==> config.mk <==
export PLATFORM = sky130hd
export DESIGN_NAME = fnb_scan
export DESIGN_NICKNAME = d
export VERILOG_FILES = /design/src/rtl/core/four_neighbour_edge_and_blur_assert.svh /design/src/rtl/core/fnb_pkg.sv /design/src/rtl/core/fnb_scan.sv
export SDC_FILE = /design/constraint.sdc
export NUM_CORES = 1
export LEC_CHECK = 0
export ABC_CLOCK_PERIOD_IN_PS = 6300
export BUFFER_PORTS_ARGS = -buffer_cell sky130_fd_sc_hd__buf_4
export CAP_MARGIN = 10
export CORE_AREA = 2 2 74 55
export CTS_BUF_LIST = sky130_fd_sc_hd__clkbuf_16
export DETAILED_ROUTE_END_ITERATION = 12
export DIE_AREA = 0 0 76 57
export PLACE_DENSITY = 0.81
export SYNTH_ARGS = -nofsm -noshare
export SYNTH_HDL_FRONTEND = slang
export SYNTH_SLANG_ARGS = --single-unit
==> constraint.sdc <==
create_clock -name i_clk -period 6.3 [get_ports i_clk]
set_clock_uncertainty 0.15 [all_clocks]
set_input_delay 0.945 -clock i_clk [delete_from_list [all_inputs] [get_ports i_clk]]
set_output_delay 0.945 -clock i_clk [all_outputs]
set_load 0.05 [all_outputs]
==> src/rtl/core/four_neighbour_edge_and_blur_assert.svh <==
// ----------------------------------------------------------------------------
// four_neighbour_edge_and_blur_assert.svh
// Assertion macros for the edge/blur stencil modules (used by fnb_out).
// ----------------------------------------------------------------------------
`ifndef FOUR_NEIGHBOUR_EDGE_AND_BLUR_ASSERT_SVH
`define FOUR_NEIGHBOUR_EDGE_AND_BLUR_ASSERT_SVH

// same-cycle implication, checked outside reset
`define FNB_ASSERT_IMP(label, ante, cons, msg) \
    label: assert property (@(posedge i_clk) disable iff (!i_rst_n) (ante) |-> (cons)) \
        else $error(msg);

// next-cycle implication, checked outside reset
`define FNB_ASSERT_NXT(label, ante, cons, msg) \
    label: assert property (@(posedge i_clk) disable iff (!i_rst_n) (ante) |=> (cons)) \
        else $error(msg);

`endif

==> src/rtl/core/fnb_pkg.sv <==
// ----------------------------------------------------------------------------
// fnb_pkg
// Shared constants, types and helpers of the edge/blur stencil.
// ----------------------------------------------------------------------------
package fnb_pkg;

    localparam int MAX_SIZE = 1024;
    localparam int MIN_SIZE = 3;
    localparam int ADDR_W   = $clog2(MAX_SIZE);
    localparam int SIZE_W   = 11;
    localparam int PIX_W    = 8;
    localparam int EDGE_W   = 10;

    typedef logic [ADDR_W-1:0] t_addr;
    typedef logic [SIZE_W-1:0] t_size;
    typedef logic [PIX_W-1:0]  t_pix;

    // position info of the beat being accepted
    typedef struct packed {
        t_addr x;
        t_addr xp1;
        logic  has_res;   // row above exists: one result
        logic  two_res;   // last row: also its own zero result
        logic  interior;
        logic  col_last;
    } t_pos;

    // clamp the programmed size and return the last column/row index
    function automatic t_addr f_last_idx(input t_size v);
        int s;
        s = int'(v);
        if (s < MIN_SIZE) s = MIN_SIZE;
        if (s > MAX_SIZE) s = MAX_SIZE;
        return t_addr'(s - 1);
    endfunction

endpackage

==> src/rtl/core/fnb_scan.sv <==
// ----------------------------------------------------------------------------
// fnb_scan
// Raster position counters and size register; classifies each input beat.
// ----------------------------------------------------------------------------
module fnb_scan (
    input  logic          i_clk,
    input  logic          i_rst_n,
    input  logic          i_cfg_we,
    input  fnb_pkg::t_size i_cfg_data,
    input  logic          i_accept,
    output fnb_pkg::t_pos o_pos
);
    import fnb_pkg::*;

    t_addr r_x, n_x;
    t_addr r_r, n_r;
    t_addr r_last_idx;

    always_comb begin
        n_x = r_x;
        n_r = r_r;
        if (i_accept) begin
            if (r_x == r_last_idx) begin
                n_x = '0;
                n_r = (r_r == r_last_idx) ? '0 : t_addr'(r_r + 1'b1);
            end else begin
                n_x = t_addr'(r_x + 1'b1);
            end
        end
    end

    always_ff @(posedge i_clk) begin
        if (!i_rst_n) begin
            r_x        <= '0;
            r_r        <= '0;
            r_last_idx <= t_addr'(MAX_SIZE - 1);
        end else if (i_cfg_we) begin
            // a size write restarts the frame
            r_x        <= '0;
            r_r        <= '0;
            r_last_idx <= f_last_idx(i_cfg_data);
        end else begin
            r_x <= n_x;
            r_r <= n_r;
        end
    end

    always_comb begin
        o_pos.x        = r_x;
        o_pos.xp1      = t_addr'(r_x + 1'b1);
        o_pos.has_res  = (r_r != '0);
        o_pos.two_res  = (r_r == r_last_idx);
        o_pos.interior = (r_x != '0) && (r_x != r_last_idx) && (r_r > t_addr'(1));
        o_pos.col_last = (r_x == r_last_idx);
    end

endmodule

After elaboration in Yosys (flattened, before gate mapping) --
Index checks and enable logic that the tools add are counted.
Operators by class: muxes and demuxes 8, $lt $le $gt $ge 3, bitwise operators 1, add/sub/neg operators 3, eq/ne operators 3, reductions and logical operators 6
Operator list (number):
- $mux 32 | 2
- $mux 10 | 5
- $gt 32x12->1 const B | 1
- $add 10x1->10 const B | 2
- $eq 10x10->1 | 2
- $reduce_bool 10->1 | 2
- $lt 11x2->1 const B | 1
- $mux 11 | 1
- $gt 10x1->1 const B | 1
- $ne 10x10->1 | 1
- $sub 10x2->10 const B | 1
- $logic_and 1x1->1 | 2
- $reduce_and 2->1 | 1
- $reduce_or 2->1 | 1
- $not 1->1 | 1
Storage, ports and cells: output and inout port bits 24, logic and storage cells 27, register bits after elaboration 30

Longest topological paths before layout --
Gate-level depths: netlist of the first run.
depth after elaboration 9, depth in mapped cells 9, mapped depth without buffers 9

Worst setup path after synthesis of the first run --
OpenSTA, ideal clock, no wires.
path kind reg-to-output, start register r_x[0], end output o_pos[1] in the netlist's numbering, stages on the path, launching flop included 6, data required time 5205 ps, data arrival time 2213 ps, path slack 2992 ps, cells stage by stage dfxtp_1 -> inv_1 -> ha_1 -> nand3b_1 -> o41ai_1 -> nor2_1
RTL lines:
- start, declared | RTL line fnb_scan.sv:15 | t_addr r_x, n_x;
- start signal, assigned | RTL line fnb_scan.sv:43 | r_x <= n_x;
- end, declared | RTL line fnb_scan.sv:11 | output fnb_pkg::t_pos o_pos

==> results of run 1 <==
-- layer usage --
metal  global-route usage (%)  part of all wire (%)
met3                    5.380                   6.8
met5                        0                     0
met1                    32.48                    48
met4                    9.351                   1.2
met2                    37.50                    44
-- worst register-to-register path, delay by kind of cell (launching register included) --
kind | cells | cell delay [ps]
AO/OA/AOI/OAI | 1 | 150
flip-flops | 1 | 500
AND/OR/NAND/NOR | 3 | 1320
XOR/XNOR | 1 | 120
-- layout by cell type (no fill, tap or decap), types with 6 or more instances in the layout --
cell type and instances:
nand3_1 20, dfxtp_1 30, and3_1 7, nand2_1 28, nand4_1 8, nor3_1 11
ha_1 7, a21oi_1 10, nor2_1 10, nor4_1 6, inv_1 10, buf_4 38
o21ai_1 9, xor2_1 26
-- power by group --
part / switching [W] / internal, W / total (W) / leakage (nW)
clock network: 0.0000812 / 0.000183 / 0.000264 / 0.0864
logic: 0.0000283 / 0.0000198 / 0.0000481 / 0.626
registers: 0.00000573 / 0.000194 / 0.000200 / 0.244
-- registers in the layout, summed over array words and instances, names as in the netlist --
register    flops
r_r            10
r_x            10
r_last_idx     10
-- per-stage QoR --
step,setup slack (ps),cell area (um^2)
6_report,3105,2476
5_1_grt,2950,2476
4_1_cts,3110,2476
3_5_place_dp,3164,2313
3_3_place_gp,3267,2313
2_1_floorplan,2992,2034
-- final cells by class --
class	instances	area (um^2)	share of cell area [%]
repair buffers	38	285.3	11.52
clock buffers	5	125.1	5.053
multi-input cells	205	1321	53.36
clock inverters	3	37.54	1.516
flip-flops and latches	30	600.6	24.25
inverters	11	41.29	1.668
well taps	52	65.06	2.628
-- path summary, 6_finish.rpt --
check	end	depth (start not counted)
worst max register to register	r_r[9]$_SDFFE_PP0P_	5
worst max-delay path	o_pos[1]	6
worst min-delay path	r_r[9]$_SDFFE_PP0P_	2
worst min register to register	r_r[9]$_SDFFE_PP0P_	2
-- cell families (layout without fill, tap and decap cells) --
| kind of cell | after synthesis | count (layout) | synth area share (%) |
|---|---|---|---|
| AOI/OAI and AO/OA | 51 | 51 | 16.48 |
| xor gates and xnor gates | 31 | 31 | 13.35 |
| adders and majority gates | 7 | 7 | 4.305 |
| buffers and inverters | 28 | 57 | 5.535 |
| DFF | 30 | 30 | 29.52 |
| muxes | 2 | 2 | 0.9840 |
| and+or+nand+nor | 114 | 114 | 29.83 |
==> impl_metrics.csv, run 1 <==
group,metric,value,unit
routing,avgRoutedWirePerCell,14.48,um
grt,grt_pass1_vias,1803,
synthesis,synth_nets,285,
grt,grt.overflow.total,0,
worst_setup_path,crit_path_cell_trace,"xor2_1, nor4_2, nand3_2, inv_2, nor2_1, buf_4",
worst_setup_path,end_kind,"primary output",
clocking,cts.repair.resized,0,
floorplanning,die_x,76,um
placed_design,gp_congestion,0.9154,
synthesis,syn_inst,263,
clocking,cts_setup_buffers,0,
placed_design,port_buffers,38,
routing,ant_nets,0,
worst_setup_path,cpPeakStageDelay,500,ps
clocking,postCtsHoldBufs,0,
synthesis,ys.flop_type,"dfxtp_1",
finish,num_antenna_cells,0,
worst_setup_path,critPathLaunch,"r_x[3]$_SDFFE_PP0P_",
finish,drive_gt1_share,17.12,%
synthesis,synth.most_common_cell,"dfxtp_1",
sta,report.final.slew_viol_count,0,
worst_setup_path,start_kind,"flip-flop",
synthesis,synth_edf_count,0,
routing,routed_wl,4981,um
synthesis,ys_seq_area_share,29.52,%
min_path,hold_start,"r_r[9]$_SDFFE_PP0P_",
grt,grt_pass1_wl,8293,um
finish,finish.utilization,67.20,%
power_and_ir_drop,power.total,0.0005124,W
clocking,clock-sinks,30,
grt,grt_use_total,23.85,%
sta,finalSetupTns,0,ps
placed_design,dpl.hpwl,3650,um
grt,grt_max_degree,21,
synthesis,ys_warn_count,0,
clocking,cts_tree,"built",
synthesis,yosys.area.top_type,"dfxtp_1",
clocking,numCtsBuffers,5,
worst_setup_path,arrival,2100,ps
clocking,cts_buffer_depth,2,
synthesis,postSynthAreaPerCell,7.736,um^2
synthesis,synth_cell_types,45,
finish,nFillCells,319,
power_and_ir_drop,vdd_drop_max,0.1457,mV
clocking,cts_root_buffer,"clkbuf_16",
finish,syn_to_final_growth,21.71,%
clocking,clk_latency,280,ps
sta,tightestPinTransition,840.3,ps
sta,fmax,313.0,MHz
worst_setup_path,crit_fanout,18,
grt,antenna_found_initial,0,
sta,max_slew_margin,43.87,%
synthesis,synth_commonest_cells,"dfxtp_1, nand2_1, xor2_1, nand3_1, nor3_1",
finish,stdcell_count,344,
status,status,"complete, no violations",
sta,fin_crit_sh,50.72,%
sta,hold_slack,386.9,ps
sta,period_minus_slack,3195,ps
routing,vias_per_cell,5.884,
worst_setup_path,reg2reg_slack,3980,ps
sta,rsz0062_at_grt,"no",
finish,finish.net_count,313,
worst_setup_path,crit_buf_inv,2,
synthesis,yosysTopAreaCellShare,29.52,%
synthesis,synthTopCellsByArea,"dfxtp_1, xor2_1, nand2_1",
worst_setup_path,crit_type,"flip-flop to primary output",
synthesis,async_flop_share,0,%
floorplanning,core-area,3685,um^2
sta,hold_violations,0,
floorplanning,die_h,57,um
clocking,htree_levels,2,
clocking,clk_pin_slew_worst_paths,50,ps
floorplanning,dieArea,4332,um^2
worst_setup_path,worstReg2RegStart,"r_x[3]$_SDFFE_PP0P_",
synthesis,ys_ff_latch,30,
worst_setup_path,critPathSlowestCell,"dfxtp_1",
worst_setup_path,critPathRequiredTime,5200,ps
power_and_ir_drop,p_per_area,206.9,nW/um^2
power_and_ir_drop,p_leak,0.9564,nW
floorplanning,rows,19,
synthesis,synth_area,2034,um^2
run,drv_cap,0,
routing,dr.first_iter.drc_count,167,
min_path,hold_path.class,"flip-flop to flip-flop",
placed_design,dpl.cell_count,336,
floorplanning,io_pins,39,
routing,drc,0,
routing,num_vias,2024,
worst_setup_path,crit_family,"simple AND/OR/NAND/NOR gates",
sta,setup_violations,0,
routing,dr.pass1.iters,4,
floorplanning,start_util,55.21,%
Note: power is estimated with default switching activity, not from simulation.
==> run 2, diff against run 1 <==
ABC_CLOCK_PERIOD_IN_PS = 3000   (was 6300)
CORE_AREA = 2 2 76 56   (was 2 2 74 55)
DIE_AREA = 0 0 78 58   (was 0 0 76 57)
PLACE_DENSITY = 0.78   (was 0.81)
clock period = 3 ns   (was 6.3 ns; I/O delays follow)
==> impl_metrics.csv, run 2 (same netlist as run 1, synthesis figures left out) <==
group,metric,value,unit
status,status,"complete, no violations",
sta,fmax,393.6,MHz
grt,grt_use_total,24.38,%
power_and_ir_drop,vdd_drop_max,0.3126,mV
floorplanning,io_pins,39,
floorplanning,core-area,3804,um^2
grt,grt_pass1_wl,8680,um
sta,tightestPinTransition,754.3,ps
finish,layout_common_cells,"buf_4, dfxtp_1, nand2_1, xor2_1, nand3_1",
sta,max_slew_margin,49.71,%
worst_setup_path,end_kind,"primary output",
floorplanning,die_h,58,um
floorplanning,dieArea,4524,um^2
clocking,numCtsBuffers,5,
floorplanning,start_util,53.49,%
finish,reg_top3,"r_last_idx (10), r_r (10), r_x (10)",
routing,routed_wl,5131,um
finish,finish.net_count,316,
clocking,htree_levels,2,
clocking,cts_buffer_depth,2,
clocking,clk_latency,280,ps
clocking,cts_root_buffer,"clkbuf_16",
grt,antenna_found_initial,0,
clocking,clk_pin_slew_worst_paths,50,ps
routing,dr.first_iter.drc_count,121,
sta,report.final.slew_viol_count,0,
routing,drc,0,
grt,grt.overflow.total,0,
sta,finalSetupTns,0,ps
placed_design,port_buffers,38,
worst_setup_path,crit_fanout,9,
clocking,postCtsHoldBufs,0,
finish,finish.utilization,65.13,%
routing,dr.pass1.iters,4,
sta,fin_crit_sh,84.69,%
clocking,cts.repair.resized,0,
clocking,cts_tree,"built",
grt,grt_pass1_vias,1830,
min_path,hold_path.class,"input pin to flip-flop",
clocking,clock-sinks,30,
worst_setup_path,crit_type,"flip-flop to primary output",
placed_design,dpl.cell_count,339,
worst_setup_path,worstReg2RegStart,"r_x[3]$_SDFFE_PP0P_",
clocking,cts_setup_buffers,0,
worst_setup_path,critPathRequiredTime,2400,ps
finish,drive_gt1_share,18.31,%
routing,ant_nets,0,
power_and_ir_drop,p_per_area,404.8,nW/um^2
routing,vias_per_cell,5.922,
run,drv_cap,0,
routing,num_vias,2055,
sta,hold_violations,0,
placed_design,gp_congestion,0.8760,
sta,period_minus_slack,2541,ps
worst_setup_path,start_kind,"flip-flop",
grt,grt_max_degree,21,
worst_setup_path,arrival,1940,ps
placed_design,dpl.hpwl,3741,um
finish,stdcell_count,347,
sta,setup_violations,0,
floorplanning,die_x,78,um
sta,rsz0062_at_grt,"no",
finish,num_antenna_cells,0,
worst_setup_path,critPathLaunch,"r_x[3]$_SDFFE_PP0P_",
finish,layout_commonest_cell,"buf_4",
power_and_ir_drop,p_leak,0.9519,nW
floorplanning,rows,19,
routing,avgRoutedWirePerCell,14.79,um
min_path,hold_start,"i_rst_n",
finish,syn_to_final_growth,21.77,%
-- run 2: power breakdown --
group / internal [W] / total [W] / switching (W)
clock network: 0.000302 / 0.000480 / 0.000179
logic: 0.0000430 / 0.000103 / 0.0000598
registers: 0.000408 / 0.000420 / 0.0000120
total: 0.000752 / 0.00100 / 0.000250
-- run 2: critical path: stages (launching register included) --
cell	delay, ps
dfxtp_1	520
xor2_1	130
nor4_2	320
nand3_2	280
inv_2	160
nor2_1	60
buf_4	200
-- run 2: area by class of cell --
class / count / area, um^2
repair buffers: 41 / 307.8
multi-input cells: 205 / 1321
fillers: 323 / 1326
clock inverters: 3 / 16.27
inverters: 11 / 41.29
clock buffers: 5 / 125.1
flip-flops and latches: 30 / 600.6
well taps: 52 / 65.06
-- run 2: stage by stage --
step	worst slack [ps]	power, W	hold slack [ps]	area [um^2]
global route	339.0	0.001044	273.5	2477
CTS	452.0	0.001006	275.5	2477
floorplan	187.3	0.0004895	325.0	2034
detailed placement	421.8	0.0005291	384.2	2336
global placement	479.4	0.0005278	371.5	2336
finish	459.2	0.001003	273.6	2477
-- run 2: final timing paths --
check / end / slack (ps) / cells past startpoint
max reg2reg: r_r[7]$_SDFFE_PP0P_ / 610 / 6
max: o_pos[1] / 460 / 6
min reg2reg: r_r[9]$_SDFFE_PP0P_ / 390 / 2
min: r_last_idx[4]$_SDFFE_PN1P_ / 270 / 2
-- run 2: metal layers --
layer,part of all wire [%],vias to the layer above,wire length (um),global-route usage (%)
li1,-,1008,-,-
met1,47,962,2414,33.37
met2,43,78,2229,36.70
met3,8.6,7,442,8.879
met4,0.86,0,44,6.516
met5,0,-,0,0
==> run 3, diff against run 2 <==
ABC_CLOCK_PERIOD_IN_PS = 2500   (was 3000)
clock period = 2.5 ns   (was 3 ns; I/O delays follow)
==> impl_metrics.csv, run 3 (same netlist as run 1, synthesis figures left out) <==
group,metric,value,unit
routing,vias_per_cell,5.877,
sta,setup_violations,0,
finish,reg_top3,"r_last_idx (10), r_r (10), r_x (10)",
sta,tightestPinTransition,408.9,ps
power_and_ir_drop,p_leak,0.9996,nW
clocking,cts_buffer_depth,2,
worst_setup_path,cpPeakStageDelay,480,ps
routing,dr.first_iter.drc_count,154,
routing,num_vias,2063,
finish,finish.net_count,320,
placed_design,dpl.hpwl,3891,um
grt,grt_max_degree,21,
grt,grt_pass1_wl,9052,um
floorplanning,start_util,53.49,%
routing,routed_wl,5393,um
min_path,hold_path.class,"input pin to flip-flop",
clocking,cts_root_buffer,"clkbuf_16",
floorplanning,die_x,78,um
worst_setup_path,crit_path_cell_trace,"xor2_1, nor4_2, nand3_4, inv_2, nor2_2, buf_4",
clocking,postCtsHoldBufs,0,
clocking,clock-sinks,30,
sta,fmax,423.2,MHz
worst_setup_path,critPathRequiredTime,1980,ps
sta,period_minus_slack,2363,ps
floorplanning,core-area,3804,um^2
power_and_ir_drop,pwr-share-comb,10.5,%
worst_setup_path,arrival,1840,ps
floorplanning,dieArea,4524,um^2
sta,report.final.slew_viol_count,0,
power_and_ir_drop,swShare,25.17,%
grt,grt.overflow.total,0,
power_and_ir_drop,vdd_drop_max,0.4294,mV
routing,dr.pass1.iters,6,
routing,avgRoutedWirePerCell,15.36,um
grt,grt_pass1_vias,1847,
sta,rsz0062_at_grt,"no",
worst_setup_path,end_kind,"primary output",
placed_design,port_buffers,38,
power_and_ir_drop,p_seq_share,41.7,%
sta,max_slew_margin,72.53,%
power_and_ir_drop,switchingPower,0.0003042,W
routing,drc,0,
power_and_ir_drop,p_per_area,470.0,nW/um^2
run,drv_cap,0,
worst_setup_path,start_kind,"flip-flop",
clocking,clk_latency,280,ps
status,status,"complete, no violations",
worst_setup_path,crit_type,"flip-flop to primary output",
finish,drive_gt1_share,22.74,%
clocking,numCtsBuffers,5,
sta,hold_violations,0,
power_and_ir_drop,power.share.clock,47.8,%
finish,nFillCells,311,
worst_setup_path,crit_fanout,12,
sta,hold_slack,214.1,ps
finish,num_antenna_cells,0,
placed_design,gp_congestion,0.8628,
finish,layout_common_cells,"buf_4, nand2_1, dfxtp_1, xor2_1, nand3_1",
grt,grt_use_total,25.83,%
power_and_ir_drop,power.total,0.001209,W
clocking,htree_levels,2,
floorplanning,die_h,58,um
clocking,clk_pin_slew_worst_paths,50,ps
power_and_ir_drop,p_int,0.0009043,W
finish,syn_to_final_growth,26.38,%
clocking,cts_tree,"built",
floorplanning,io_pins,39,
finish,layout_commonest_cell,"buf_4",
routing,ant_nets,0,
floorplanning,rows,19,
sta,fin_crit_sh,94.52,%
grt,antenna_found_initial,0,
worst_setup_path,critPathSlowestCell,"dfxtp_1",
## run 3: cell count changes in the layout (fill, tap and decap cells not counted), sizes merged
| cell | delta |
|---|---|
| buf | +4 |
## run 3: metrics by stage
step	setup WS [ps]	std cells	TNS (ps)	utilization (%)	area (um^2)
floorplan	-23.12	263	-23.12	-	2082
global placement	61.49	343	0	63.45	2414
detailed placement	-4.551	343	-4.551	63.45	2414
CTS	21.48	351	0	67.17	2555
global route	13.83	351	0	67.60	2571
finish	137.0	351	0	67.60	2571
## run 3: worst max-delay path, delay by kind of cell, from the launching register on
kind                   cells  cell delay [ps]
buffers and inverters      2              330
flip-flops                 1              480
AND/OR/NAND/NOR            3              620
XOR/XNOR                   1              130
## run 3: cell type report
type,count,area [um^2],share of cell area [%]
Sequential cell,30,603.1,23.45
Timing Repair Buffer,45,337.8,13.14
Inverter,11,41.29,1.606
Clock buffer,5,125.1,4.866
Tap cell,52,65.06,2.530
Multi-Input combinational cell,205,1383,53.77
Clock inverter,3,16.27,0.6326
## run 3: layer usage
metal | track usage, % | vias up | part of all wire [%]
met5 | 0 | - | 0
met4 | 6.516 | 0 | 0.82
met3 | 7.009 | 6 | 7.2
met2 | 38.67 | 89 | 44
met1 | 37.18 | 948 | 48
li1 | - | 1020 | -
## run 3: final timing paths
kind	start	endpoint	slack [ps]	cells past startpoint
worst max-delay path	r_x[2]$_SDFFE_PP0P_	o_pos[1]	140	6
worst max register to register	r_x[2]$_SDFFE_PP0P_	r_r[8]$_SDFFE_PP0P_	390	5
worst min register to register	r_r[9]$_SDFFE_PP0P_	r_r[9]$_SDFFE_PP0P_	400	2
worst min-delay path	i_rst_n	r_last_idx[4]$_SDFFE_PN1P_	210	2
## run 3: what timing repair did
| item | CTS | global route |
|---|---|---|
| endpoints found under the setup margin | 0 | 3 |
| setup buffers | 0 | 0 |
| resized for setup | 0 | 4 |
## run 3: power by group through the flow
stage               combinational (W)  clock [W]  sequential [W]
floorplan                   0.0000756          0        0.000512
CTS                          0.000124   0.000582        0.000503
global placement             0.000122          0        0.000513
detailed placement           0.000123          0        0.000513
finish                       0.000127   0.000578        0.000504
global route                 0.000140   0.000607        0.000505
