**src/rtl/core/four_neighbour_edge_and_blur_assert.svh**
```systemverilog
// ----------------------------------------------------------------------------
// four_neighbour_edge_and_blur_assert.svh
// Assertion macros for the edge/blur stencil modules (used by fnb_out).
// ----------------------------------------------------------------------------
`ifndef FOUR_NEIGHBOUR_EDGE_AND_BLUR_ASSERT_SVH
`define FOUR_NEIGHBOUR_EDGE_AND_BLUR_ASSERT_SVH

// same-cycle implication, checked outside reset
`define FNB_ASSERT_IMP(label, ante, cons, msg) \
    label: assert property (@(posedge i_clk) disable iff (!i_rst_n) (ante) |-> (cons)) \
        else $error(msg);

// next-cycle implication, checked outside reset
`define FNB_ASSERT_NXT(label, ante, cons, msg) \
    label: assert property (@(posedge i_clk) disable iff (!i_rst_n) (ante) |=> (cons)) \
        else $error(msg);

`endif

```
**src/rtl/core/fnb_pkg.sv**
```systemverilog
// ----------------------------------------------------------------------------
// fnb_pkg
// Shared constants, types and helpers of the edge/blur stencil.
// ----------------------------------------------------------------------------
package fnb_pkg;

    localparam int MAX_SIZE = 1024;
    localparam int MIN_SIZE = 3;
    localparam int ADDR_W   = $clog2(MAX_SIZE);
    localparam int SIZE_W   = 11;
    localparam int PIX_W    = 8;
    localparam int EDGE_W   = 10;

    typedef logic [ADDR_W-1:0] t_addr;
    typedef logic [SIZE_W-1:0] t_size;
    typedef logic [PIX_W-1:0]  t_pix;

    // position info of the beat being accepted
    typedef struct packed {
        t_addr x;
        t_addr xp1;
        logic  has_res;   // row above exists: one result
        logic  two_res;   // last row: also its own zero result
        logic  interior;
        logic  col_last;
    } t_pos;

    // clamp the programmed size and return the last column/row index
    function automatic t_addr f_last_idx(input t_size v);
        int s;
        s = int'(v);
        if (s < MIN_SIZE) s = MIN_SIZE;
        if (s > MAX_SIZE) s = MAX_SIZE;
        return t_addr'(s - 1);
    endfunction

endpackage

```
**src/rtl/core/fnb_out.sv**
```systemverilog
// ----------------------------------------------------------------------------
// fnb_out
// Compute stage and output register; sequences the one or two result beats of a pixel (none on the first row).
// ----------------------------------------------------------------------------
module fnb_out (
    input  logic                i_clk,
    input  logic                i_rst_n,
    input  logic                i_in_valid,
    output logic                o_in_stall,
    output logic                o_accept,
    input  fnb_pkg::t_pos       i_pos,
    input  fnb_pkg::t_pix       i_pixel,
    input  fnb_pkg::t_pix       i_left,
    input  fnb_pkg::t_pix       i_right,
    input  fnb_pkg::t_pix       i_up,
    output logic                o_wa_en,
    output fnb_pkg::t_addr      o_wa_addr,
    output logic                o_out_valid,
    input  logic                i_out_stall,
    output logic signed [fnb_pkg::EDGE_W-1:0] o_edge_value,
    output fnb_pkg::t_pix       o_smooth_value,
    output logic                o_last_result
);
    import fnb_pkg::*;

    logic  r_s1_valid;
    t_pos  r_s1_pos;
    logic  r_s1_phase;
    t_pix  r_s1_pix;

    logic  r_out_valid;
    logic signed [EDGE_W-1:0] r_edge;
    t_pix  r_smooth;
    logic  r_last;

    logic  out_free, emit, s1_done, accept;
    logic [PIX_W:0]   sum_lu, sum_rd;
    logic [PIX_W+1:0] sum4;
    logic signed [EDGE_W-1:0] n_edge;
    t_pix  n_smooth;
    logic  n_last;

    always_comb begin
        out_free   = !r_out_valid || !i_out_stall;
        emit       = r_s1_valid && r_s1_pos.has_res && out_free;
        s1_done    = r_s1_valid && (!r_s1_pos.has_res
                     || (out_free && (!r_s1_pos.two_res || r_s1_phase)));
        o_in_stall = r_s1_valid && !s1_done;
        accept     = i_in_valid && !o_in_stall;
    end

    always_comb begin
        sum_lu = {1'b0, i_left}  + {1'b0, i_up};
        sum_rd = {1'b0, i_right} + {1'b0, r_s1_pix};
        sum4   = {1'b0, sum_lu} + {1'b0, sum_rd};
        n_edge   = '0;
        n_smooth = '0;
        n_last   = 1'b0;
        if (r_s1_phase) begin
            n_last = r_s1_pos.col_last;
        end else if (r_s1_pos.interior) begin
            n_edge   = $signed({1'b0, sum_lu}) - $signed({1'b0, sum_rd});
            n_smooth = sum4[PIX_W+1:2];
        end
    end

    always_ff @(posedge i_clk) begin
        if (!i_rst_n) begin
            r_s1_valid <= 1'b0;
            r_s1_phase <= 1'b0;
        end else if (accept) begin
            r_s1_valid <= 1'b1;
            r_s1_phase <= 1'b0;
        end else if (s1_done) begin
            r_s1_valid <= 1'b0;
            r_s1_phase <= 1'b0;
        end else if (emit) begin
            r_s1_phase <= 1'b1;
        end
    end

    always_ff @(posedge i_clk) begin
        if (accept) begin
            r_s1_pos <= i_pos;
            r_s1_pix <= i_pixel;
        end
    end

    always_ff @(posedge i_clk) begin
        if (!i_rst_n) begin
            r_out_valid <= 1'b0;
        end else if (emit) begin
            r_out_valid <= 1'b1;
        end else if (!i_out_stall) begin
            r_out_valid <= 1'b0;
        end
    end

    always_ff @(posedge i_clk) begin
        if (emit) begin
            r_edge   <= n_edge;
            r_smooth <= n_smooth;
            r_last   <= n_last;
        end
    end

    assign o_accept       = accept;
    assign o_wa_en        = r_s1_valid;
    assign o_wa_addr      = r_s1_pos.x;
    assign o_out_valid    = r_out_valid;
    assign o_edge_value   = r_edge;
    assign o_smooth_value = r_smooth;
    assign o_last_result  = r_last;

`include "four_neighbour_edge_and_blur_assert.svh"

    `FNB_ASSERT_IMP(a_phase_two, r_s1_phase, r_s1_valid && r_s1_pos.two_res, "bad second beat")
    `FNB_ASSERT_IMP(a_last_zero, r_out_valid && r_last, r_edge == '0 && r_smooth == '0, "last nonzero")
    `FNB_ASSERT_NXT(a_first_of_two, emit && r_s1_pos.two_res && !r_s1_phase, r_s1_valid && r_s1_phase, "lost second beat")
    `FNB_ASSERT_IMP(a_no_accept_busy, r_s1_valid && !s1_done, !accept, "accept while busy")

endmodule

```
**config.mk**
```make
export PLATFORM = sky130hd
export DESIGN_NAME = fnb_out
export DESIGN_NICKNAME = d
export VERILOG_FILES = /design/src/rtl/core/fnb_pkg.sv /design/src/rtl/core/fnb_out.sv
export VERILOG_INCLUDE_DIRS = /design/src /design/src/rtl/core
export SDC_FILE = /design/constraint.sdc
export NUM_CORES = 1
export LEC_CHECK = 0
export BUFFER_PORTS_ARGS = -buffer_cell sky130_fd_sc_hd__buf_2
export CAP_MARGIN = 5
export CORE_MARGIN = 8
export CORE_UTILIZATION = 30
export CTS_CLUSTER_SIZE = 24
export DETAILED_ROUTE_END_ITERATION = 10
export PLACE_DENSITY = 0.5
export SYNTH_ARGS = -nofsm -noshare
export SYNTH_HDL_FRONTEND = slang
export SYNTH_SLANG_ARGS = --single-unit
export TNS_END_PERCENT = 10
```
**constraint.sdc**
```tcl
create_clock -name i_clk -period 4.2 [get_ports i_clk]
set_input_delay 0.21 -clock i_clk [delete_from_list [all_inputs] [get_ports i_clk]]
set_output_delay 0.21 -clock i_clk [all_outputs]
set_load 0.02 [all_outputs]
```
**After elaboration in Yosys (flattened, before gate mapping)**

Cells that the tools add are included.
W data, S select, Z words.

- Register bits: 44

- Add/subtract/negate cells: 4
- Equality and inequality tests: 1
- Muxes and demuxes: 4
- Bitwise operators: 2
- Reduce and logical (&&, ||, !) cells: 18

Operators with widths:

| cell | number |
|---|---|
| $add A8 B8 Y9 | 2 |
| $add A9 B9 Y10 | 1 |
| $sub A9 B9 Y10 | 1 |
| $logic_and A1 B1 Y1 | 6 |
| $logic_not A1 Y1 | 6 |
| $mux W1 | 4 |
| $logic_or A1 B1 Y1 | 3 |
| $reduce_or A3 Y1 | 1 |
| $ne A2 B1 Y1 const B | 1 |
| $not A1 Y1 | 2 |
| $reduce_bool A2 Y1 | 1 |
| $reduce_or A2 Y1 | 1 |

**Longest topological paths before layout**

Gate-level depths: netlist (run 1).

- Depth in word-level cells: 10
- Mapped depth: 14
- Mapped depth without buffers: 14

**Least setup slack after synthesis (run 1)**

OpenSTA, ideal clock, no wires.

- Path kind: reg2reg
- Start: reg r_s1_pix[0]
- End: reg r_edge[7] (netlist: o_edge_value[7]), data pin
- Setup time: 0.260 ns
- Data arrival time: 2.796 ns
- Required time: 3.940 ns
- Path slack: 1.144 ns
- Stages on the path, launching flop included: 13
- Path buffers: 0
- Period minus slack after synthesis: 3.056 ns
- Path through: edfxtp_1 > ha_1 > fa_1 > a21o_1 > a21oi_1 > o21ai_1 > nor2_1 > xnor2_1 > ha_1 > inv_1 > a21oi_1 > o31ai_4 > mux2_4

- Longest elaborated chain between the ends: 2

Ends and longest elaborated chain:

| element | line | RTL |
|---|---|---|
| from (decl) | fnb_out.sv:29 | `t_pix r_s1_pix;` |
| from (signal assigned) | fnb_out.sv:85 | `r_s1_pix <= i_pixel;` |
| $add A8 B8 Y9 | fnb_out.sv:54 | `sum_rd = {1'b0, i_right} + {1'b0, r_s1_pix};` |
| $sub A9 B9 Y10 | fnb_out.sv:62 | `n_edge = $signed({1'b0, sum_lu}) - $signed({1'b0, sum_rd});` |
| to (signal assigned) | fnb_out.sv:101 | `r_edge <= n_edge;` |
| to (decl) | fnb_out.sv:32 | `logic signed [EDGE_W-1:0] r_edge;` |

No other way between the ends.
A chain may end at the register's enable or synchronous reset.

**Final worst setup path (run 1)**

Ends and elaborated chain as after synthesis.

==> impl_metrics.env, run 1 <==
export IMPL_cp_data_required_time_ns=4.25
export IMPL_yosysMostFrequentCell="edfxtp_1"
export IMPL_cts_resized=0
export IMPL_cts_sinks=44
export IMPL_synthCells=260
export IMPL_worst_r2r_setup_slack_ns=0.87
export IMPL_path_class="reg -> reg"
export IMPL_yosysTopAreaCell="edfxtp_1"
export IMPL_finalSetupViolCount=0
export IMPL_multi_input_area_mm2=0.001376
export IMPL_wl_per_cell_um=12.93
export IMPL_final_nets=433
export IMPL_irDropWorstVdd_mv=0.1836
export IMPL_rr_worst_depth=12
export IMPL_dp_hpwl_um=5102
export IMPL_grt_pass1_wl_um=9832
export IMPL_fin_area_mm2=0.003427
export IMPL_numCtsBuffers=5
export IMPL_fill_cells=949
export IMPL_synth_nets=357
export IMPL_grt_max_degree=25
export IMPL_area_delta_synth_final_pct=19.92
export IMPL_min_period_over_period_pct=79.21
export IMPL_gr_total_overflow=0
export IMPL_clock_latency_ns=0.29
export IMPL_cap_viol_max_count=0
export IMPL_core_area_mm2=0.009240
export IMPL_fin_crit_ns=3.327
export IMPL_synth_commonest_cells="edfxtp_1 (41), ha_1 (34), inv_1 (23)"
export IMPL_top_layer="met4"
export IMPL_slew_viol_final=0
export IMPL_cp_endpoint="o_edge_value[7]"
export IMPL_clkTransAtPathRegs_ns=0.08
export IMPL_seq_area_mm2=0.001291
export IMPL_fin_util_pct=37.09
export IMPL_place_congestion=0.8297
export IMPL_finalHoldViolCount=0
export IMPL_num_rows=35
export IMPL_leakage_nw=1.498
export IMPL_clock_fmax_ghz=0.3006
export IMPL_antenna_found_initial=0
export IMPL_drt_iter0_markers=48
export IMPL_avgSynthCellArea_um2=10.99
export IMPL_crit_path_end_kind="flop"
export IMPL_ys_warn_count=0
export IMPL_portBuffers=82
export IMPL_io_pins=93
export IMPL_placed_area_mm2=0.003333
export IMPL_max_slew_margin_pct=24.14
export IMPL_final_antenna_net_count=0
export IMPL_cp_max_fo=8
export IMPL_finalPower_w=0.001388
export IMPL_crit_path_start="r_s1_pix[0]"
export IMPL_tightest_slew_ns=1.138
export IMPL_vias=2021
export IMPL_hold_buffers=0
export IMPL_wl_met3_um=354
export IMPL_die_y_um=113.6
export IMPL_cp_start_kind="flop"
export IMPL_r2r_end="o_edge_value[7]"
export IMPL_initial_core_util_pct=30.93
export IMPL_hp_class="in -> reg"
export IMPL_synthTopCellsByArea="edfxtp_1 (43%), ha_1 (15%), xnor2_1 (4.0%)"
export IMPL_tns_ns=0
export IMPL_die_area_mm2=0.01291
export IMPL_post_route_drc_count=0
export IMPL_track_usage_pct=9.454
export IMPL_cts_tree="yes"
export IMPL_fin_hold_ws_ns=0.08544
export IMPL_syn_area_mm2=0.002858
export IMPL_skew_ns=0.009534
export IMPL_arrival_ns=3.38
export IMPL_first_pass_iters=5
export IMPL_status="finished clean"
export IMPL_synth_edf_count=41
export IMPL_grt_pass1_vias=2062
export IMPL_post_cts_buffers=0
export IMPL_vias_per_cell=4.337
export IMPL_synthFlopType="edfxtp_1"
export IMPL_cts_max_path_buffers=2
export IMPL_ys_ff_latch=44
export IMPL_antenna_cells=0
export IMPL_wl_met2_um=2837
export IMPL_ys_async_sr_fraction_pct=0
export IMPL_htree_levels=2
export IMPL_m1WireLength_um=2778
export IMPL_synth_distinct_cells=45
export IMPL_drive_above_1_share_pct=29.97
export IMPL_regToRegStartpoint="r_s1_pix[0]"
export IMPL_ys_seq_area_share_pct=45.18
export IMPL_rsz0062_at_grt="false"
export IMPL_cts_root_buf="clkbuf_8"
export IMPL_power_density_mw_per_mm2=405.0
export IMPL_wl_um=6027
export IMPL_synth_top_area_share_pct=43.08
export IMPL_dieWidth_um=113.6
-- metal layers --
layer | GRT usage, % | vias to the layer above
li1 | - | 1066
met5 | 0 | -
met3 | 3.222 | 5
met4 | 2.664 | 0
met2 | 15.38 | 51
met1 | 11.58 | 899
-- layout by cell type (no fill, tap or decap), drive strengths merged, types with 2 or more instances in the layout --
cell type  Yosys  layout
a21boi         2       2
a21o           3       3
a21oi         24      24
a31oi          3       3
and2           4       4
buf           13      82
clkbuf         0       7
dfxtp          3       3
edfxtp        41      41
fa             3       3
ha            34      34
inv           24      24
nand2         10      10
nand3          9       9
nand4          3       3
nor2          16      16
nor2b          4       4
nor3           8       8
nor3b          6       6
o21a           2       2
o21ai         12      12
o21bai         2       2
o31ai          2       2
or2            3       3
xnor2         13      13
xor2           5       5
-- worst max-delay path, stage by stage (launching register included) --
cell	delay, ns
edfxtp_1	0.37
ha_1	0.22
fa_1	0.41
a21o_1	0.17
a21oi_1	0.22
o21ai_1	0.13
nor2_1	0.20
xnor2_1	0.10
ha_1	0.46
inv_1	0.13
a21oi_1	0.25
o31ai_4	0.12
mux2_4	0.30
-- power breakdown --
| group | leakage [nW] | switching (W) | internal (W) |
|---|---|---|---|
| combinational | 1.04 | 0.000337 | 0.000243 |
| clock | 0.0445 | 0.000141 | 0.000134 |
| sequential | 0.418 | 0.00000687 | 0.000526 |
| total | 1.50 | 0.000485 | 0.000903 |
-- through the flow --
stage	std cells	worst slack [ns]
6_report	466	0.8732
5_1_grt	466	0.5853
4_1_cts	466	0.8506
3_5_place_dp	458	0.8772
3_3_place_gp	458	0.9068
2_1_floorplan	260	1.144
-- flip-flops by register name, indices dropped and copies added (netlist names) --
signal	flops
o_edge_value	10
o_last_result	1
o_out_valid	1
o_smooth_value	8
o_wa_addr	10
o_wa_en	1
r_s1_phase	1
r_s1_pix	8
r_s1_pos	4
-- area by class of cell --
type | count | area share, %
inverter | 25 | 2.738
tap | 129 | 4.710
clock inverter | 1 | 0.2191
multi-input combinational | 178 | 40.16
clock buffer | 7 | 2.519
sequential | 44 | 37.68
timing repair buffer | 82 | 11.98
-- cell families (layout without fill, tap and decap cells) --
| logic type | count (synthesis) | in the layout | share of synthesized area [%] |
|---|---|---|---|
| multiplexers | 1 | 1 | 0.5252 |
| AO/OA/AOI/OAI | 55 | 55 | 13.00 |
| buffers and inverters | 38 | 115 | 6.873 |
| adder cells (fa/ha/maj) | 37 | 37 | 16.99 |
| AND/OR/NAND/NOR | 67 | 67 | 11.91 |
| XOR/XNOR | 18 | 18 | 5.517 |
| flip-flops | 44 | 44 | 45.18 |
-- how the worst min path moves through the flow --
| stage | start | endpoint | cells after the start |
|---|---|---|---|
| after CTS | i_pos[16] | o_wa_addr[2] | 1 |
| after detailed placement | i_pos[16] | o_wa_addr[2] | 1 |
| after global routing | i_pos[0] | r_s1_pos[0] | 1 |
| after floorplan | i_pos[14] | o_wa_addr[0] | 0 |
| final | i_pos[0] | r_s1_pos[0] | 1 |
| after global placement | i_pixel[3] | r_s1_pix[3] | 1 |
(Power assumes the default switching activity.)
==> run 2, diff against run 1 <==
Settings changed: PLACE_DENSITY 0.5 to 0.52.
Clock period 4.2 ns to 2.7 ns, I/O delays scaled along.
==> impl_metrics.env, run 2 (same netlist as run 1, synthesis figures left out) <==
export IMPL_wl_um=6502
export IMPL_io_pins=93
export IMPL_multi_input_area_mm2=0.001551
export IMPL_drt_iter0_markers=84
export IMPL_area_delta_synth_final_pct=40.32
export IMPL_fill_cells=903
export IMPL_finalPower_w=0.002567
export IMPL_dieWidth_um=113.6
export IMPL_cts_tree="yes"
export IMPL_portBuffers=82
export IMPL_htree_levels=2
export IMPL_tightest_slew_ns=0.5716
export IMPL_drive_above_1_share_pct=43.86
export IMPL_leakage_nw=1.760
export IMPL_cp_max_fo=3
export IMPL_tns_ns=-0.6019
export IMPL_max_slew_margin_pct=61.80
export IMPL_min_to="r_s1_pos[0]"
export IMPL_status="complete, but fails checks"
export IMPL_fin_util_pct=43.40
export IMPL_place_congestion=0.7849
export IMPL_power_density_mw_per_mm2=640.2
export IMPL_fin_crit_ns=2.902
export IMPL_initial_core_util_pct=30.93
export IMPL_clock_fmax_ghz=0.3446
export IMPL_first_pass_iters=4
export IMPL_cpMaxStageDelayCell="edfxtp_1"
export IMPL_wl_met2_um=3197
export IMPL_wl_per_cell_um=12.70
export IMPL_irDropWorstVdd_mv=0.3104
export IMPL_path_buf_inv=1
export IMPL_skew_ns=0.009171
export IMPL_antenna_cells=0
export IMPL_seq_area_mm2=0.001291
export IMPL_slew_viol_final=0
export IMPL_rr_worst_depth=10
export IMPL_core_area_mm2=0.009240
export IMPL_top_layer="met4"
export IMPL_vias=2230
export IMPL_grt_max_degree=21
export IMPL_grt_pass1_vias=2315
export IMPL_finalHoldViolCount=0
export IMPL_gr_total_overflow=0
export IMPL_cpPeakStageDelay_ns=0.37
export IMPL_final_antenna_net_count=0
export IMPL_layout_commonest_cell="buf_2"
export IMPL_hp_start="i_pos[0]"
export IMPL_path_class="reg -> reg"
export IMPL_fin_hold_ws_ns=0.01177
export IMPL_num_rows=35
export IMPL_cap_viol_max_count=0
export IMPL_regToRegStartpoint="r_s1_pix[0]"
export IMPL_wl_met3_um=377
export IMPL_rsz0062_at_grt="true"
export IMPL_hold_depth=1
export IMPL_cp_data_required_time_ns=2.76
export IMPL_die_y_um=113.6
export IMPL_m1WireLength_um=2849
export IMPL_final_nets=479
export IMPL_violations="setup timing"
export IMPL_clkTransAtPathRegs_ns=0.08
export IMPL_clock_latency_ns=0.30
export IMPL_cts_max_path_buffers=2
export IMPL_cpLargestDelayFamily="compound AO/OA/AOI/OAI gates"
export IMPL_r2r_end="o_edge_value[7]"
export IMPL_path_cells="ha_2, fa_2, a21o_1, a21oi_2, buf_4, xnor2_4, ha_4, o31a_4, o31ai_4, mux2_4"
export IMPL_post_route_drc_count=0
export IMPL_hp_class="in -> reg"
export IMPL_cts_root_buf="clkbuf_8"
export IMPL_cp_start_kind="flop"
export IMPL_crit_path_end_kind="flop"
export IMPL_worst_r2r_setup_slack_ns=-0.20
export IMPL_setup_slack_ns=-0.2015
export IMPL_min_period_over_period_pct=107.5
export IMPL_grt_pass1_wl_um=10580
export IMPL_antenna_found_initial=0
export IMPL_cts_sinks=44
export IMPL_finalSetupViolCount=7
export IMPL_crit_path_start="r_s1_pix[0]"
export IMPL_track_usage_pct=10.12
export IMPL_final_cell_mix="buf_2 (82), edfxtp_1 (41), buf_4 (34), ha_1 (28), inv_1 (22)"
export IMPL_die_area_mm2=0.01291
export IMPL_dp_hpwl_um=5353
export IMPL_vias_per_cell=4.355
export IMPL_numCtsBuffers=5
export IMPL_arrival_ns=2.96
## run 2: cell count changes in the layout (fill, tap and decap cells not counted), sizes merged
cell	delta
dlygate4sd3	+12
clkinvlp	-1
bufinv	+1
buf	+34
## run 2: power breakdown
part	internal (W)	switching, W	total, W	leakage (nW)
Combinational	0.000587	0.000604	0.00119	1.28
Sequential	0.000818	0.0000107	0.000829	0.418
Clock	0.000327	0.000222	0.000549	0.0645
Total	0.00173	0.000836	0.00257	1.76
## run 2: per-stage QoR
stage | setup WS, ns | std cells | cell area [µm²]
4_1_cts | -0.1749 | 507 | 3847
3_3_place_gp | -0.2460 | 490 | 3596
2_1_floorplan | -0.1151 | 260 | 2880
3_5_place_dp | -0.3039 | 490 | 3596
5_1_grt | -0.2928 | 512 | 4010
6_report | -0.2015 | 512 | 4010
## run 2: how the worst max path moves through the flow
stage / end / slack (ns) / depth (start not counted)
after global placement: o_smooth_value[6] / -0.25 / 13
after CTS: o_edge_value[7] / -0.17 / 9
after floorplan: o_edge_value[7] / -0.12 / 12
after global routing: o_edge_value[7] / -0.29 / 10
final: o_edge_value[7] / -0.20 / 10
after detailed placement: o_smooth_value[6] / -0.30 / 13
## run 2: final cells by class
class	instances	area share, %
Clock buffer	7	2.402
Clock inverter	1	0.7488
Inverter	25	2.340
Multi-Input combinational cell	178	38.69
Sequential cell	44	32.20
Tap cell	129	4.025
Timing Repair Buffer	128	19.59
## run 2: repair_timing
| item | 4_1_cts | 5_1_grt |
|---|---|---|
| setup buffers | 1 | 1 |
| endpoints found under the hold margin | 8 | 4 |
| hold buffers | 8 | 4 |
| resized for setup | 9 | 21 |
| pin swaps | 4 | 11 |
| endpoints found under the setup margin | 10 | 12 |
## run 2: layer usage
metal	GRT usage [%]	vias to the layer above
met4	3.464	0
met5	0	-
li1	-	1159
met1	11.82	1008
met2	17.04	56
met3	3.275	7
==> run 3, diff against run 2 <==
Settings changed: REMOVE_ABC_BUFFERS set to 1.
==> impl_metrics.env, run 3 (same netlist as run 1, synthesis figures left out) <==
export IMPL_io_pins=93
export IMPL_antenna_found_initial=0
export IMPL_final_antenna_net_count=0
export IMPL_dieWidth_um=113.6
export IMPL_wl_per_cell_um=12.98
export IMPL_layout_commonest_cell="buf_2"
export IMPL_seq_area_mm2=0.001291
export IMPL_initial_core_util_pct=30.93
export IMPL_clkTransAtPathRegs_ns=0.09
export IMPL_hold_depth=1
export IMPL_cap_viol_max_count=0
export IMPL_tightest_slew_ns=0.5773
export IMPL_irDropWorstVdd_mv=0.2772
export IMPL_fin_crit_ns=2.901
export IMPL_multi_input_area_mm2=0.001510
export IMPL_grt_max_degree=25
export IMPL_final_cell_mix="buf_2 (82), edfxtp_1 (41), buf_4 (37), ha_1 (31), inv_1 (22)"
export IMPL_gr_total_overflow=0
export IMPL_portBuffers=82
export IMPL_path_class="reg -> reg"
export IMPL_cts_tree="yes"
export IMPL_final_nets=492
export IMPL_place_ws_ns=-0.4088
export IMPL_cp_max_fo=3
export IMPL_crit_path_end_kind="flop"
export IMPL_dp_hpwl_um=5458
export IMPL_status="complete, but fails checks"
export IMPL_vias=2281
export IMPL_place_congestion=0.7805
export IMPL_worst_r2r_setup_slack_ns=-0.20
export IMPL_regToRegStartpoint="r_s1_pix[0]"
export IMPL_grt_pass1_wl_um=11140
export IMPL_antenna_cells=0
export IMPL_num_rows=35
export IMPL_violations="setup timing"
export IMPL_setup_slack_ns=-0.2012
export IMPL_min_period_over_period_pct=107.5
export IMPL_fill_cells=895
export IMPL_cts_root_buf="clkbuf_8"
export IMPL_cp_data_required_time_ns=2.76
export IMPL_cts_max_path_buffers=2
export IMPL_clock_latency_ns=0.30
export IMPL_vias_per_cell=4.345
export IMPL_fin_util_pct=44.18
export IMPL_fin_hold_ws_ns=0.008998
export IMPL_rsz0062_at_grt="true"
export IMPL_clock_fmax_ghz=0.3447
export IMPL_drt_iter0_markers=58
export IMPL_slew_viol_final=0
export IMPL_area_delta_synth_final_pct=42.86
export IMPL_cts_sinks=44
export IMPL_placed_area_mm2=0.003588
export IMPL_hp_start="i_pos[22]"
export IMPL_fin_area_mm2=0.004083
export IMPL_htree_levels=2
export IMPL_cp_start_kind="flop"
export IMPL_die_y_um=113.6
export IMPL_min_to="o_wa_addr[8]"
export IMPL_power_density_mw_per_mm2=640.6
export IMPL_numCtsBuffers=5
export IMPL_finalSetupViolCount=8
export IMPL_leakage_nw=1.814
export IMPL_drive_above_1_share_pct=42.17
export IMPL_hp_class="in -> reg"
export IMPL_wl_um=6815
export IMPL_finalHoldViolCount=0
export IMPL_core_area_mm2=0.009240
export IMPL_track_usage_pct=10.61
export IMPL_post_route_drc_count=0
export IMPL_rr_worst_depth=10
export IMPL_first_pass_iters=4
export IMPL_arrival_ns=2.96
export IMPL_r2r_end="o_edge_value[7]"
export IMPL_grt_pass1_vias=2447
export IMPL_die_area_mm2=0.01291
export IMPL_max_slew_margin_pct=61.42
export IMPL_skew_ns=0.007298
-- run 3: cell count changes in the layout (fill, tap and decap cells not counted), sizes merged --
cell | previous run | this run
clkbuf | 7 | 5
buf | 116 | 121
clkinvlp | 0 | 1
inv | 24 | 25
dlygate4sd3 | 12 | 20
-- run 3: final cells by class --
type	count	area share (%)
Sequential cell	44	31.63
Multi-Input combinational cell	178	36.99
Timing Repair Buffer	141	22.31
Inverter	25	2.298
Tap cell	129	3.953
Clock buffer	5	1.686
Clock inverter	3	1.134
-- run 3: per-layer routing --
layer / up-vias / part of all wire, % / global-route usage, %
met5: - / 0 / 0
met4: 0 / 1.0 / 3.375
met3: 4 / 5.2 / 2.958
met2: 52 / 49 / 18.07
met1: 1037 / 45 / 12.61
li1: 1188 / - / -
-- run 3: stage by stage --
stage | setup TNS (ns) | cells | power (W)
after floorplan | -1.238 | 247 | 0.001536
after global placement | -2.353 | 492 | 0.001892
after detailed placement | -2.844 | 492 | 0.001909
after CTS | -1.788 | 521 | 0.002539
after global routing | -2.612 | 525 | 0.002792
final | -1.205 | 525 | 0.002615
-- run 3: how the worst max path moves through the flow --
stage / start / endpoint / slack, ns / cells past startpoint
after floorplan: r_s1_pix[0] / o_edge_value[7] / -0.36 / 12
after global placement: r_s1_pix[0] / o_edge_value[7] / -0.35 / 11
after detailed placement: r_s1_pix[0] / o_edge_value[7] / -0.41 / 12
after CTS: r_s1_pix[0] / o_edge_value[7] / -0.31 / 10
after global routing: r_s1_pix[0] / o_smooth_value[6] / -0.33 / 13
final: r_s1_pix[0] / o_edge_value[7] / -0.20 / 10
-- run 3: power by group --
part	leakage [nW]	switching, W	total (W)	internal (W)
registers	0.418	0.0000113	0.000829	0.000818
logic	1.34	0.000617	0.00125	0.000635
clock network	0.0548	0.000255	0.000534	0.000279
-- run 3: critical path, stage by stage, from the launching register on --
cell,delay [ns]
edfxtp_1,0.38
ha_2,0.20
fa_2,0.34
a21o_1,0.18
a21oi_2,0.16
buf_4,0.15
xnor2_4,0.12
ha_4,0.24
o31a_4,0.37
o31ai_4,0.21
mux2_4,0.32
-- run 3: timing repair --
| action | CTS | global route |
|---|---|---|
| pin swaps | 10 | 12 |
| hold endpoints to repair | 18 | 2 |
| endpoints found under the setup margin | 11 | 13 |
| buffers inserted | 3 | 2 |
| hold buffers | 18 | 2 |
| resized for setup | 12 | 21 |
